<file path="config.mk">
export PLATFORM = sky130hd
export DESIGN_NAME = date_weekday_and_week_number_flat
export DESIGN_NICKNAME = d
export VERILOG_FILES = /design/src/sv/dwwn_pkg.sv /design/src/sv/dwwn_if.sv /design/src/sv/dwwn_div.sv /design/src/sv/dwwn_cal.sv /design/src/sv/dwwn_week.sv /design/src/sv/date_weekday_and_week_number.sv /design/src/flat_wrapper.sv
export SDC_FILE = /design/constraint.sdc
export NUM_CORES = 1
export LEC_CHECK = 0
export BUFFER_PORTS_ARGS = -buffer_cell sky130_fd_sc_hd__buf_2
export CAP_MARGIN = 20
export CORE_ASPECT_RATIO = 0.75
export CORE_MARGIN = 2
export CORE_UTILIZATION = 50
export CTS_BUF_LIST = sky130_fd_sc_hd__clkbuf_16
export DETAILED_ROUTE_END_ITERATION = 7
export PLACE_DENSITY = 0.67
export SYNTH_ARGS = -nofsm -noshare
export SYNTH_HDL_FRONTEND = slang
export SYNTH_SLANG_ARGS = --single-unit
</file>
<file path="constraint.sdc">
create_clock -name clk -period 7.7 [get_ports clk]
set_input_delay 1.54 -clock clk [delete_from_list [all_inputs] [get_ports clk]]
set_output_delay 1.54 -clock clk [all_outputs]
set_load 0.005 [all_outputs]
</file>
<file path="src/sv/dwwn_pkg.sv">
`timescale 1ns / 1ps
// ----------------------------------------------------------------------------
// dwwn_pkg
// Shared widths, calendar tables and helper functions for the weekday and
// week number block.
// ----------------------------------------------------------------------------
package dwwn_pkg;

    // Field widths
    localparam int YEAR_BITS_DEF = 14;
    localparam int MONTH_W       = 4;
    localparam int DAY_W         = 5;
    localparam int WD_W          = 3;
    localparam int WK_W          = 6;
    localparam int DOY_W         = 9;

    // Month range
    localparam logic [MONTH_W-1:0] MONTH_FIRST = 4'd1;
    localparam logic [MONTH_W-1:0] MONTH_FEB   = 4'd2;
    localparam logic [MONTH_W-1:0] MONTH_LAST  = 4'd12;

    // Reciprocal for the divide by 7 of the week offset (9-bit dividend)
    localparam int WK_DIV_K = DOY_W + 3;
    localparam int WK_DIV_M = ((1 << WK_DIV_K) + 6) / 7;
    localparam int WK_M_W   = WK_DIV_K - 2;
    localparam int WK_P_W   = DOY_W + WK_M_W;
    localparam int WK_Q_W   = WK_P_W - WK_DIV_K;

    // Result of the calendar stage
    typedef struct packed {
        logic             ok;
        logic             leap;
        logic [2:0]       jan1;   // weekday of January 1, 0 = Monday
        logic [DOY_W-1:0] offs;   // days since January 1
    } cal_t;

    // Length of a month; 0 for a month number outside the year
    function automatic logic [DAY_W-1:0] month_len(input logic [MONTH_W-1:0] m,
                                                  input logic leap);
        logic [DAY_W-1:0] len;
        case (m)
            4'd1, 4'd3, 4'd5, 4'd7, 4'd8, 4'd10, 4'd12: len = 5'd31;
            4'd4, 4'd6, 4'd9, 4'd11:                    len = 5'd30;
            4'd2:                                       len = leap ? 5'd29 : 5'd28;
            default:                                    len = 5'd0;
        endcase
        return len;
    endfunction

    // Days in the months before month m
    function automatic logic [DOY_W-1:0] days_before(input logic [MONTH_W-1:0] m,
                                                    input logic leap);
        logic [DOY_W-1:0] cum;
        case (m)
            4'd1:    cum = 9'd0;
            4'd2:    cum = 9'd31;
            4'd3:    cum = 9'd59;
            4'd4:    cum = 9'd90;
            4'd5:    cum = 9'd120;
            4'd6:    cum = 9'd151;
            4'd7:    cum = 9'd181;
            4'd8:    cum = 9'd212;
            4'd9:    cum = 9'd243;
            4'd10:   cum = 9'd273;
            4'd11:   cum = 9'd304;
            4'd12:   cum = 9'd334;
            default: cum = 9'd0;
        endcase
        if (leap && (m > MONTH_FEB))
        begin
            cum = cum + 9'd1;
        end
        return cum;
    endfunction

    // Residue mod 7 of a value up to 15
    function automatic logic [2:0] mod7_small(input logic [3:0] v);
        logic [3:0] r;
        if (v >= 4'd14)
        begin
            r = v - 4'd14;
        end
        else if (v >= 4'd7)
        begin
            r = v - 4'd7;
        end
        else
        begin
            r = v;
        end
        return r[2:0];
    endfunction

endpackage

</file>
<file path="src/sv/dwwn_if.sv">
`timescale 1ns / 1ps
// ----------------------------------------------------------------------------
// dwwn_in_if / dwwn_out_if
// Valid/ready channels for dates going in and calendar results coming out.
// ----------------------------------------------------------------------------
interface dwwn_in_if #(
    parameter int YEAR_BITS = dwwn_pkg::YEAR_BITS_DEF
);
    import dwwn_pkg::*;

    logic                 valid;
    logic                 ready;
    logic [YEAR_BITS-1:0] year;
    logic [MONTH_W-1:0]   month;
    logic [DAY_W-1:0]     day;

    modport source (output valid, output year, output month, output day, input ready);
    modport sink   (input valid, input year, input month, input day, output ready);
endinterface

interface dwwn_out_if;
    import dwwn_pkg::*;

    logic             valid;
    logic             ready;
    logic [WD_W-1:0]  weekday;
    logic [WK_W-1:0]  week_number;
    logic [DOY_W-1:0] day_of_year;
    logic             leap_year;
    logic             valid_res;

    modport source (output valid, output weekday, output week_number, output day_of_year,
                    output leap_year, output valid_res, input ready);
    modport sink   (input valid, input weekday, input week_number, input day_of_year,
                    input leap_year, input valid_res, output ready);
endinterface

</file>
<file path="src/sv/dwwn_div.sv">
`timescale 1ns / 1ps
// ----------------------------------------------------------------------------
// dwwn_div
// First stage: elapsed years before the date's year and the count of whole
// centuries in them, via a reciprocal multiply by 1/25.
// ----------------------------------------------------------------------------
module dwwn_div #(
    parameter int YEAR_BITS = dwwn_pkg::YEAR_BITS_DEF
) (
    input  logic                          clk,
    input  logic                          en,
    input  logic [YEAR_BITS-1:0]          year,
    input  logic [dwwn_pkg::MONTH_W-1:0]  month,
    input  logic [dwwn_pkg::DAY_W-1:0]    day,
    output logic [YEAR_BITS-1:0]          elapsed,
    output logic [YEAR_BITS-7:0]          centuries,
    output logic [dwwn_pkg::MONTH_W-1:0]  mon,
    output logic [dwwn_pkg::DAY_W-1:0]    mday,
    output logic                          date_ok
);
    import dwwn_pkg::*;

    localparam int Q4_W   = YEAR_BITS - 2;
    localparam int Q100_W = YEAR_BITS - 6;
    localparam int DIV_K  = Q4_W + 5;
    localparam int DIV_M  = ((1 << DIV_K) + 24) / 25;
    localparam int M_W    = DIV_K - 4;
    localparam int P_W    = Q4_W + M_W;

    logic [YEAR_BITS-1:0] elapsed_next;
    logic [Q4_W-1:0]      quads;
    logic [P_W-1:0]       prod;
    logic [Q100_W-1:0]    centuries_next;
    logic                 date_ok_next;

    // Years before this one; floor(r/100) = floor((r/4)/25)
    assign elapsed_next   = year - YEAR_BITS'(1);
    assign quads          = elapsed_next[YEAR_BITS-1:2];
    assign prod           = P_W'(quads) * P_W'(DIV_M);
    assign centuries_next = prod[DIV_K +: Q100_W];

    // Year and month range
    assign date_ok_next = (year != '0) && (month inside {[MONTH_FIRST:MONTH_LAST]});

    always_ff @(posedge clk)
    begin
        if (en)
        begin
            elapsed   <= elapsed_next;
            centuries <= centuries_next;
            mon       <= month;
            mday      <= day;
            date_ok   <= date_ok_next;
        end
    end

endmodule

</file>
<file path="src/sv/dwwn_cal.sv">
`timescale 1ns / 1ps
// ----------------------------------------------------------------------------
// dwwn_cal
// Second stage: leap flag, weekday of January 1, ordinal offset of the date
// and the day-of-month range check.
// ----------------------------------------------------------------------------
module dwwn_cal #(
    parameter int YEAR_BITS = dwwn_pkg::YEAR_BITS_DEF
) (
    input  logic                          clk,
    input  logic                          en,
    input  logic [YEAR_BITS-1:0]          elapsed,
    input  logic [YEAR_BITS-7:0]          centuries,
    input  logic [dwwn_pkg::MONTH_W-1:0]  mon,
    input  logic [dwwn_pkg::DAY_W-1:0]    mday,
    input  logic                          date_ok,
    output dwwn_pkg::cal_t                cal
);
    import dwwn_pkg::*;

    localparam int Q4_W   = YEAR_BITS - 2;
    localparam int Q100_W = YEAR_BITS - 6;
    localparam int S_W    = YEAR_BITS + 1;
    localparam int ND     = (S_W + 2) / 3;
    localparam int EXT_W  = 3 * ND;

    logic [Q4_W-1:0]   quads;
    logic [Q100_W-3:0] quad_cent;
    logic [6:0]        cent_mul;
    logic [6:0]        rem100;
    logic [8:0]        quad_mul;
    logic [8:0]        rem400;
    logic              leap;
    logic [S_W-1:0]    day_sum;
    logic [EXT_W-1:0]  sum_ext;
    logic [5:0]        oct_sum;
    logic [3:0]        fold;
    logic              day_ok;
    cal_t              cal_next;

    assign quads     = elapsed[YEAR_BITS-1:2];
    assign quad_cent = centuries[Q100_W-1:2];

    // Year is a multiple of 100 when r mod 100 = 99, of 400 when r mod 400 = 399
    assign cent_mul = 7'({centuries, 6'b0}) + 7'({centuries, 5'b0}) + 7'({centuries, 2'b0});
    assign rem100   = elapsed[6:0] - cent_mul;
    assign quad_mul = 9'({quad_cent, 8'b0}) + 9'({quad_cent, 7'b0}) + 9'({quad_cent, 4'b0});
    assign rem400   = elapsed[8:0] - quad_mul;
    assign leap     = (elapsed[1:0] == 2'b11) && ((rem100 != 7'd99) || (rem400 == 9'd399));

    // Days before January 1 mod 7: 365 = 1 mod 7, so r + r/4 - r/100 + r/400
    assign day_sum = S_W'(elapsed) + S_W'(quads) + S_W'(quad_cent) - S_W'(centuries);
    assign sum_ext = EXT_W'(day_sum);

    // Octal digit sum, since 8 = 1 mod 7
    always_comb
    begin
        oct_sum = '0;
        for (int i = 0; i < ND; i++)
        begin
            oct_sum = oct_sum + 6'(sum_ext[3*i +: 3]);
        end
    end

    assign fold = 4'(oct_sum[5:3]) + 4'(oct_sum[2:0]);

    // Day-of-month check and ordinal offset
    assign day_ok = (mday != '0) && (mday <= month_len(mon, leap));

    always_comb
    begin
        cal_next.ok   = date_ok && day_ok;
        cal_next.leap = leap;
        cal_next.jan1 = mod7_small(fold);
        cal_next.offs = days_before(mon, leap) + DOY_W'(mday) - DOY_W'(1);
    end

    always_ff @(posedge clk)
    begin
        if (en)
        begin
            cal <= cal_next;
        end
    end

endmodule

</file>
<file path="src/sv/dwwn_week.sv">
`timescale 1ns / 1ps
// ----------------------------------------------------------------------------
// dwwn_week
// Last stage: weekday and Monday-start week number from the offset and the
// weekday of January 1; drives the result register.
// ----------------------------------------------------------------------------
module dwwn_week (
    input  logic                        clk,
    input  logic                        en,
    input  dwwn_pkg::cal_t              cal,
    output logic [dwwn_pkg::WD_W-1:0]   weekday,
    output logic [dwwn_pkg::WK_W-1:0]   week_number,
    output logic [dwwn_pkg::DOY_W-1:0]  day_of_year,
    output logic                        leap_year,
    output logic                        valid_res
);
    import dwwn_pkg::*;

    logic [DOY_W-1:0]  tot;
    logic [WK_P_W-1:0] prod;
    logic [WK_Q_W-1:0] weeks;
    logic [2:0]        rem;

    // tot / 7 by reciprocal; remainder low bits: tot - 7q = tot + q mod 8
    assign tot   = cal.offs + DOY_W'(cal.jan1);
    assign prod  = WK_P_W'(tot) * WK_P_W'(WK_DIV_M);
    assign weeks = prod[WK_DIV_K +: WK_Q_W];
    assign rem   = tot[2:0] + weeks[2:0];

    // Result register; a bad date gives all-zero fields
    always_ff @(posedge clk)
    begin
        if (en)
        begin
            if (cal.ok)
            begin
                weekday     <= rem + WD_W'(1);
                week_number <= WK_W'(weeks) + WK_W'(1);
                day_of_year <= cal.offs + DOY_W'(1);
                leap_year   <= cal.leap;
                valid_res   <= 1'b1;
            end
            else
            begin
                weekday     <= '0;
                week_number <= '0;
                day_of_year <= '0;
                leap_year   <= 1'b0;
                valid_res   <= 1'b0;
            end
        end
    end

endmodule

</file>
<file path="src/sv/date_weekday_and_week_number.sv">
`timescale 1ns / 1ps
// ----------------------------------------------------------------------------
// date_weekday_and_week_number
// Weekday, Monday-start week number, ordinal day and leap flag of a
// proleptic Gregorian date.
// ----------------------------------------------------------------------------
// Usage:
//   dates   : valid/ready channel carrying year, month and day.
//   results : valid/ready channel carrying weekday (1 = Monday), week_number
//             (week 1 holds January 1), day_of_year, leap_year and valid_res.
//             A year of zero, a bad month or a bad day gives valid_res = 0
//             with all other fields zero.
//   A date passes the input register, two arithmetic stages and the result
//   register in turn. Throughput: one date per cycle while the receiver
//   does not stall, set by the four-deep register pipeline; u_div and u_week
//   each hold a reciprocal multiply and u_cal holds the table lookups.
//   Reset clears the stage valid bits only; the pipeline is empty afterwards.
//   When the receiver stalls, the full stages hold and empty stages behind
//   them keep filling, so dates.ready drops only once all four stages hold a
//   transaction.
// ----------------------------------------------------------------------------
module date_weekday_and_week_number #(
    parameter int YEAR_BITS = dwwn_pkg::YEAR_BITS_DEF
) (
    input  logic      clk,
    input  logic      rst_n,
    dwwn_in_if.sink   dates,
    dwwn_out_if.source results
);
    import dwwn_pkg::*;

    logic                 v0_reg, v1_reg, v2_reg, v3_reg;
    logic                 v0_next, v1_next, v2_next, v3_next;
    logic                 en0, en1, en2, en3;

    logic [YEAR_BITS-1:0] year_reg;
    logic [MONTH_W-1:0]   month_reg;
    logic [DAY_W-1:0]     day_reg;

    logic [YEAR_BITS-1:0] elapsed;
    logic [YEAR_BITS-7:0] centuries;
    logic [MONTH_W-1:0]   mon;
    logic [DAY_W-1:0]     mday;
    logic                 date_ok;
    cal_t                 cal;

    // Stage load enables: a stage loads when empty or when it drains
    assign en3 = !v3_reg || results.ready;
    assign en2 = !v2_reg || en3;
    assign en1 = !v1_reg || en2;
    assign en0 = !v0_reg || en1;

    assign dates.ready   = en0;
    assign results.valid = v3_reg;

    always_comb
    begin
        v0_next = en0 ? dates.valid : v0_reg;
        v1_next = en1 ? v0_reg      : v1_reg;
        v2_next = en2 ? v1_reg      : v2_reg;
        v3_next = en3 ? v2_reg      : v3_reg;
    end

    always_ff @(posedge clk or negedge rst_n)
    begin
        if (!rst_n)
        begin
            v0_reg <= 1'b0;
            v1_reg <= 1'b0;
            v2_reg <= 1'b0;
            v3_reg <= 1'b0;
        end
        else
        begin
            v0_reg <= v0_next;
            v1_reg <= v1_next;
            v2_reg <= v2_next;
            v3_reg <= v3_next;
        end
    end

    // Input register
    always_ff @(posedge clk)
    begin
        if (en0)
        begin
            year_reg  <= dates.year;
            month_reg <= dates.month;
            day_reg   <= dates.day;
        end
    end

    dwwn_div #(
        .YEAR_BITS (YEAR_BITS)
    ) u_div (
        .clk       (clk),
        .en        (en1),
        .year      (year_reg),
        .month     (month_reg),
        .day       (day_reg),
        .elapsed   (elapsed),
        .centuries (centuries),
        .mon       (mon),
        .mday      (mday),
        .date_ok   (date_ok)
    );

    dwwn_cal #(
        .YEAR_BITS (YEAR_BITS)
    ) u_cal (
        .clk       (clk),
        .en        (en2),
        .elapsed   (elapsed),
        .centuries (centuries),
        .mon       (mon),
        .mday      (mday),
        .date_ok   (date_ok),
        .cal       (cal)
    );

    dwwn_week u_week (
        .clk         (clk),
        .en          (en3),
        .cal         (cal),
        .weekday     (results.weekday),
        .week_number (results.week_number),
        .day_of_year (results.day_of_year),
        .leap_year   (results.leap_year),
        .valid_res   (results.valid_res)
    );

endmodule

</file>
<file path="src/flat_wrapper.sv">
// flat-port wrapper written by rule: the top's interface ports become plain ports
module date_weekday_and_week_number_flat import dwwn_pkg::*;
#(
    parameter int YEAR_BITS = dwwn_pkg::YEAR_BITS_DEF
)
  (clk, rst_n, dates_valid, dates_year, dates_month, dates_day, dates_ready, results_valid, results_weekday, results_week_number, results_day_of_year, results_leap_year, results_valid_res, results_ready);
  dwwn_in_if #(.YEAR_BITS(YEAR_BITS)) dates_i ();
  dwwn_out_if results_i ();
  input  logic clk;
  input  logic rst_n;
  input wire logic [$bits(dates_i.valid)-1:0] dates_valid;
  input wire logic [$bits(dates_i.year)-1:0] dates_year;
  input wire logic [$bits(dates_i.month)-1:0] dates_month;
  input wire logic [$bits(dates_i.day)-1:0] dates_day;
  output wire logic [$bits(dates_i.ready)-1:0] dates_ready;
  output wire logic [$bits(results_i.valid)-1:0] results_valid;
  output wire logic [$bits(results_i.weekday)-1:0] results_weekday;
  output wire logic [$bits(results_i.week_number)-1:0] results_week_number;
  output wire logic [$bits(results_i.day_of_year)-1:0] results_day_of_year;
  output wire logic [$bits(results_i.leap_year)-1:0] results_leap_year;
  output wire logic [$bits(results_i.valid_res)-1:0] results_valid_res;
  input wire logic [$bits(results_i.ready)-1:0] results_ready;
  assign dates_i.valid = dates_valid;
  assign dates_i.year = dates_year;
  assign dates_i.month = dates_month;
  assign dates_i.day = dates_day;
  assign dates_ready = dates_i.ready;
  assign results_valid = results_i.valid;
  assign results_weekday = results_i.weekday;
  assign results_week_number = results_i.week_number;
  assign results_day_of_year = results_i.day_of_year;
  assign results_leap_year = results_i.leap_year;
  assign results_valid_res = results_i.valid_res;
  assign results_i.ready = results_ready;
  date_weekday_and_week_number #(.YEAR_BITS(YEAR_BITS)) u_core (.clk(clk), .rst_n(rst_n), .dates(dates_i), .results(results_i));
endmodule
</file>
# Yosys cells after proc, flatten, opt, wreduce, memory -nomap -nowiden
# Memory sizes are Yosys's and may differ from the RTL's. A register that Yosys moved wholly into a read port is not among the register bits.
# Index checks and enable logic that the tools add are counted.
# W data, S select, Z words.
# classes
n_reduce_logical,19
muxes,7
mul,2
order_cmp,6
add_sub_neg,25
n_eq_ne,15
# ops
operator,count
$mul A12 B13 Y25 const B,1
$eq A4 B4 Y1 const B,5
$add A9 B1 Y9 const B,2
$add A9 B9 Y9,2
$mul A9 B9 Y17 const B,1
$eq A4 B3 Y1 const B,4
$add A14 B12 Y15,1
$add A15 B6 Y15,1
$pmux W5 S3,1
$sub A15 B8 Y15,1
$add A7 B7 Y7,2
$reduce_bool A14 Y1,1
$sub A14 B1 Y14 const B,1
$add A9 B3 Y9,1
$add A9 B5 Y9,1
$eq A9 B9 Y1 const B,1
$mux W9,1
$sub A9 B1 Y9 const B,1
$sub A9 B9 Y9,1
$add A3 B3 Y4,2
$eq A4 B2 Y1 const B,2
$ne A7 B7 Y1 const B,1
$reduce_or A7 Y1,1
$sub A7 B7 Y7,1
other kinds (23),38
# totals
output_inout_bits,22
memories,1
romBits,144
ff_bits,93
elab_cells,96
input_bits,27
# memory_table
name,words,width,rd,rd_clocked_by_memory_dff,write_ports,line,source
(no name shown),16,9,1,1,0,dwwn_pkg.sv:54,case (m)

# Longest topological paths before layout
# logic_depth
ltp_word,11
ltp_mapped,30
ltp_nobuf,30

# Modules after synthesis
# A second synthesis with hierarchy kept.
# unflattened
cells_unflattened,1042
hier_area_um2,10680.2
# modules_own_cells
mod,instances,cells_each,area_per_inst_um2,seq_area_each_um2
dwwn_div,1,369,3975.1,960.9
dwwn_cal,1,399,3478.3,420.4
dwwn_week,1,238,2368.5,600.6
date_weekday_and_week_number,1,36,858.3,790.8

# Worst setup path before layout
# Ideal clock, no wire load.
# synth_path
path_type,flip-flop to flip-flop
start,register u_core.u_div.centuries[2]
end,"register, netlist name u_core.u_cal.cal[10]"
path_stages_with_launch,29
arrival_ns,6.591
n_path_buf,0
t_required_ns,7.434
setup_ns,0.266
setup_slack_ns,0.843
path_cell_list,edfxtp_1 inv_1 fa_1 inv_1 fa_1 inv_1 ha_1 a211oi_1 o21ai_0 a21o_1 a21oi_1 inv_1 a21oi_1 xor2_1 fa_1 inv_1 fa_1 inv_1 fa_1 inv_1 fa_1 xor2_1 ha_1 fa_1 ha_1 nand2_1 nand2_1 a221oi_1 a31oi_1
# synth_lines
element,line,source
"start, declared",dwwn_div.sv:16,"output logic [YEAR_BITS-7:0] centuries,"
"start signal, assigned",dwwn_div.sv:50,centuries <= centuries_next;

==> metrics.md <==
| Metric | Value |
|---|---|
| Total inserted antenna cells | `0` |
| Crit path max-delay family | `adder cells` |
| Largest net degree at the start of global routing | `39` |
| IO Count | `49` |
| Clock Tree Buf Depth | `2` |
| Detailed-routing wirelength on met1 | `10.4 mm` |
| Number of hold buffers added after cts | `0` |
| Mapped Nets | `1329` |
| Final period util | `93.5%` |
| Depth of the worst hold-timing path | `0` |
| Clock-pin slew of the registers on the worst-case setup and hold paths | `0.09 ns` |
| Vias | `6939` |
| Detail-routed net length per standard cell | `13.8 um` |
| Global-route wire length before repair | `33.3 mm` |
| Crit path buf inv count | `4` |
| Area added between synthesis and finish | `9.35%` |
| Post-synthesis cell type with the largest combined area | `edfxtp_1` |
| Delay contributed by the slowest stage of the critical path | `0.54 ns` |
| Count of routing violations after the opening detailed-route iteration | `368` |
| Cell type with the highest occurrence count on the critical path | `fa_1` |
| Max-cap violation count | `0` |
| Port Buffer Count | `48` |
| H-tree levels | `3` |
| Final Skew | `0.0146 ns` |
| Post-layout nets | `1394` |
| Master of the slowest instance on the critical path | `fa_1` |
| Number of synthesized flops with an enable pin | `89` |
| Fraction of registers with async set/reset | `3.92%` |
| Data arrival time of the critical path | `7.30 ns` |
| Clock sink total | `102` |
| Share of the yosys chip area belonging to registers | `27.8%` |
| Starting density of the core | `50.5%` |
| RSZ-0062 raised after global routing | `no` |
| Required time at the worst-slack endpoint | `7.80 ns` |
| Fraction of synthesized cell area taken by the top area cell type | `25.2%` |
| Top_reg_cell synth | `edfxtp_1` |
| Number of distinct standard cells referenced by the synthesized netlist | `64` |
| Clock tree from TritonCTS | `done` |
| Number of instances in the synthesized netlist | `1016` |
| Worst min-delay path class | `flop to flop` |
| Final Wtd Congestion | `0.832` |
| Placed wire-length estimate after detailed placement | `16.0 mm` |
| FMAX | `139 MHz` |
| Most repeated cell in the gate-level netlist after synthesis | `inv_1` |
| Reg2Reg Capture Point | `u_core.u_cal.cal[10]$_DFFE_PP_` |
| Residual DRC count | `0` |
| Clock tree root buffer cell | `clkbuf_16` |
| Row count | `46` |
| Avg Inst Size Synth | `10.4 um2` |
| Kind of start point of the critical path | `flop` |
| Share of cells above drive strength 1 | `8.75%` |
| Drt pass-1 iters | `4` |
| Area enclosed by the die boundary | `0.0224 mm2` |
| Clock period minus worst slack | `7.20 ns` |
| Placeable core region | `0.0210 mm2` |
| Die extent in y | `130 um` |
| Final Max Slew Viols | `0` |
| Register-to-Register Path Depth | `27` |
| Least-Margin Pin Slew | `0.942 ns` |
| Die width | `172 um` |
| TritonCTS buffer count | `9` |
| Ratio of routed vias to standard cells | `5.05` |
| Count of endpoints failing setup in the final report | `0` |
| Result of the run | `finished clean` |
| Residual antenna-violating net count after detailed routing | `0` |
| Worst rel slew slack | `35.4%` |
| Remaining global-route overflow | `0` |
| Most frequent cells after synthesis | `230 x inv_1, 206 x ha_1, 89 x edfxtp_1` |
| Capture endpoint of the worst hold path | `u_core.u_div.mday[1]$_DFFE_PP_` |
| Total track usage | `18.7%` |
| Initial antenna violation count | `0` |
| Category of the most critical setup path | `flop to flop` |
| Origin of the critical flop-to-flop path | `u_core.u_div.elapsed[3]$_DFFE_PP_` |
| Top post-synthesis cells by area | `edfxtp_1 25%, ha_1 24%, fa_1 15%, inv_1 8.1%, xnor2_1 4.0%` |
| Launch instance of the worst min-delay path | `u_core.day_reg[1]$_DFFE_PP_` |
| Total placed cells including tap cells | `1356` |
| Fin. Hold Viols | `0` |
| Category of the worst setup path capture point | `flop` |
| Highest signal layer in the routed design | `met4` |
| Setup TNS | `0 ns` |
| Vias in the first global route | `6850` |
| Total number of yosys warnings | `0` |
| Metal2 WL | `7.83 mm` |
| Synthesized cell area | `0.0106 mm2` |
| Skew-Pair Late Insertion Delay | `0.36 ns` |
| R2r setup slk | `0.50 ns` |
| Detailed-route wire length | `19.0 mm` |
| Final std cells w/o fill | `1374` |
| Crit path max fanout | `6` |
| Routed met3 length | `662 um` |
| Flops & latches, synth | `102` |
repair_timing:
action | 4_1_cts | 5_1_grt
buffers inserted | 0 | 1
endpoints found under the setup margin | 0 | 3
resized for setup | 0 | 4
layout by cell type, fill, tap and decap left out, types with 12 or more instances in the layout:
master / synthesis / layout
buf_4: 0 / 13
nor2_1: 41 / 41
inv_1: 230 / 230
and2_1: 12 / 12
nor2b_1: 12 / 12
o21ai_0: 33 / 33
fa_1: 80 / 79
ha_1: 206 / 206
nor3_1: 18 / 18
edfxtp_1: 89 / 89
nand2_1: 31 / 31
nand3_1: 14 / 13
a21oi_1: 30 / 28
buf_2: 0 / 48
xnor2_1: 48 / 48
xor2_1: 26 / 26
worst max-delay path by stage:
stage,start,to,cells past startpoint
floorplan,u_core.u_div.centuries[2]$_DFFE_PP_,u_core.u_cal.cal[10]$_DFFE_PP_,28
global placement,u_core.u_div.centuries[2]$_DFFE_PP_,u_core.u_cal.cal[10]$_DFFE_PP_,28
detailed placement,u_core.u_div.centuries[2]$_DFFE_PP_,u_core.u_cal.cal[10]$_DFFE_PP_,29
CTS,u_core.u_div.centuries[2]$_DFFE_PP_,u_core.u_cal.cal[10]$_DFFE_PP_,29
global route,u_core.u_div.centuries[2]$_DFFE_PP_,u_core.u_cal.cal[10]$_DFFE_PP_,29
finish,u_core.u_div.elapsed[3]$_DFFE_PP_,u_core.u_cal.cal[10]$_DFFE_PP_,27
metrics by stage:
step	worst slack, ns	util [%]	hold WS [ns]	instance area, um2
after floorplan	0.843	-	0.400	10600
after global placement	0.544	53.7	0.405	11300
after detailed placement	0.426	53.7	0.406	11300
after CTS	0.390	55.1	0.425	11600
after global routing	0.0105	55.2	0.429	11600
final	0.501	55.2	0.425	11600
final cells by class:
type                            instances  area [um2]
Multi-Input combinational cell        676        6780
Clock inverter                          7        81.3
Inverter                              230         863
Fill cell                            1820        9400
Timing Repair Buffer                   62         343
Clock buffer                            9         225
Tap cell                              288         360
Sequential cell                       102        2950
per-layer routing:
metal | up-vias | GRT usage, %
met4 | 0 | 2.52
li1 | 3565 | -
met2 | 93 | 27.3
met5 | - | 0
met3 | 5 | 2.82
met1 | 3276 | 29.7
worst register-to-register path: stages, from the launching register on:
cell      delay (ns)
edfxtp_1        0.48
inv_1           0.14
fa_1            0.43
fa_1            0.43
inv_1           0.08
ha_1            0.22
inv_1           0.07
fa_1            0.41
nor2b_1         0.11
o21ai_0         0.09
a21boi_0        0.27
o21ai_0         0.12
nand2b_1        0.09
xnor2_1         0.14
fa_1            0.46
fa_1            0.52
fa_1            0.54
inv_1           0.05
ha_1            0.22
fa_1            0.41
xor2_1          0.16
ha_1            0.22
fa_2            0.52
ha_1            0.27
nand2_1         0.07
nand2_1         0.08
a221oi_1        0.27
a31oi_1         0.07
cells by family after synthesis:
kind of cell	Yosys count	synth area share (%)
adders and majority gates	286	39.4
xor gates and xnor gates	78	6.90
buffers and inverters	238	8.49
AOI/OAI and AO/OA	130	8.02
and+or+nand+nor	170	8.23
muxes	12	1.18
DFF	102	27.8
Power is left out: the tool's default activity adds up to more than one toggle a clock period on the data nets, which glitch-free logic cannot reach.
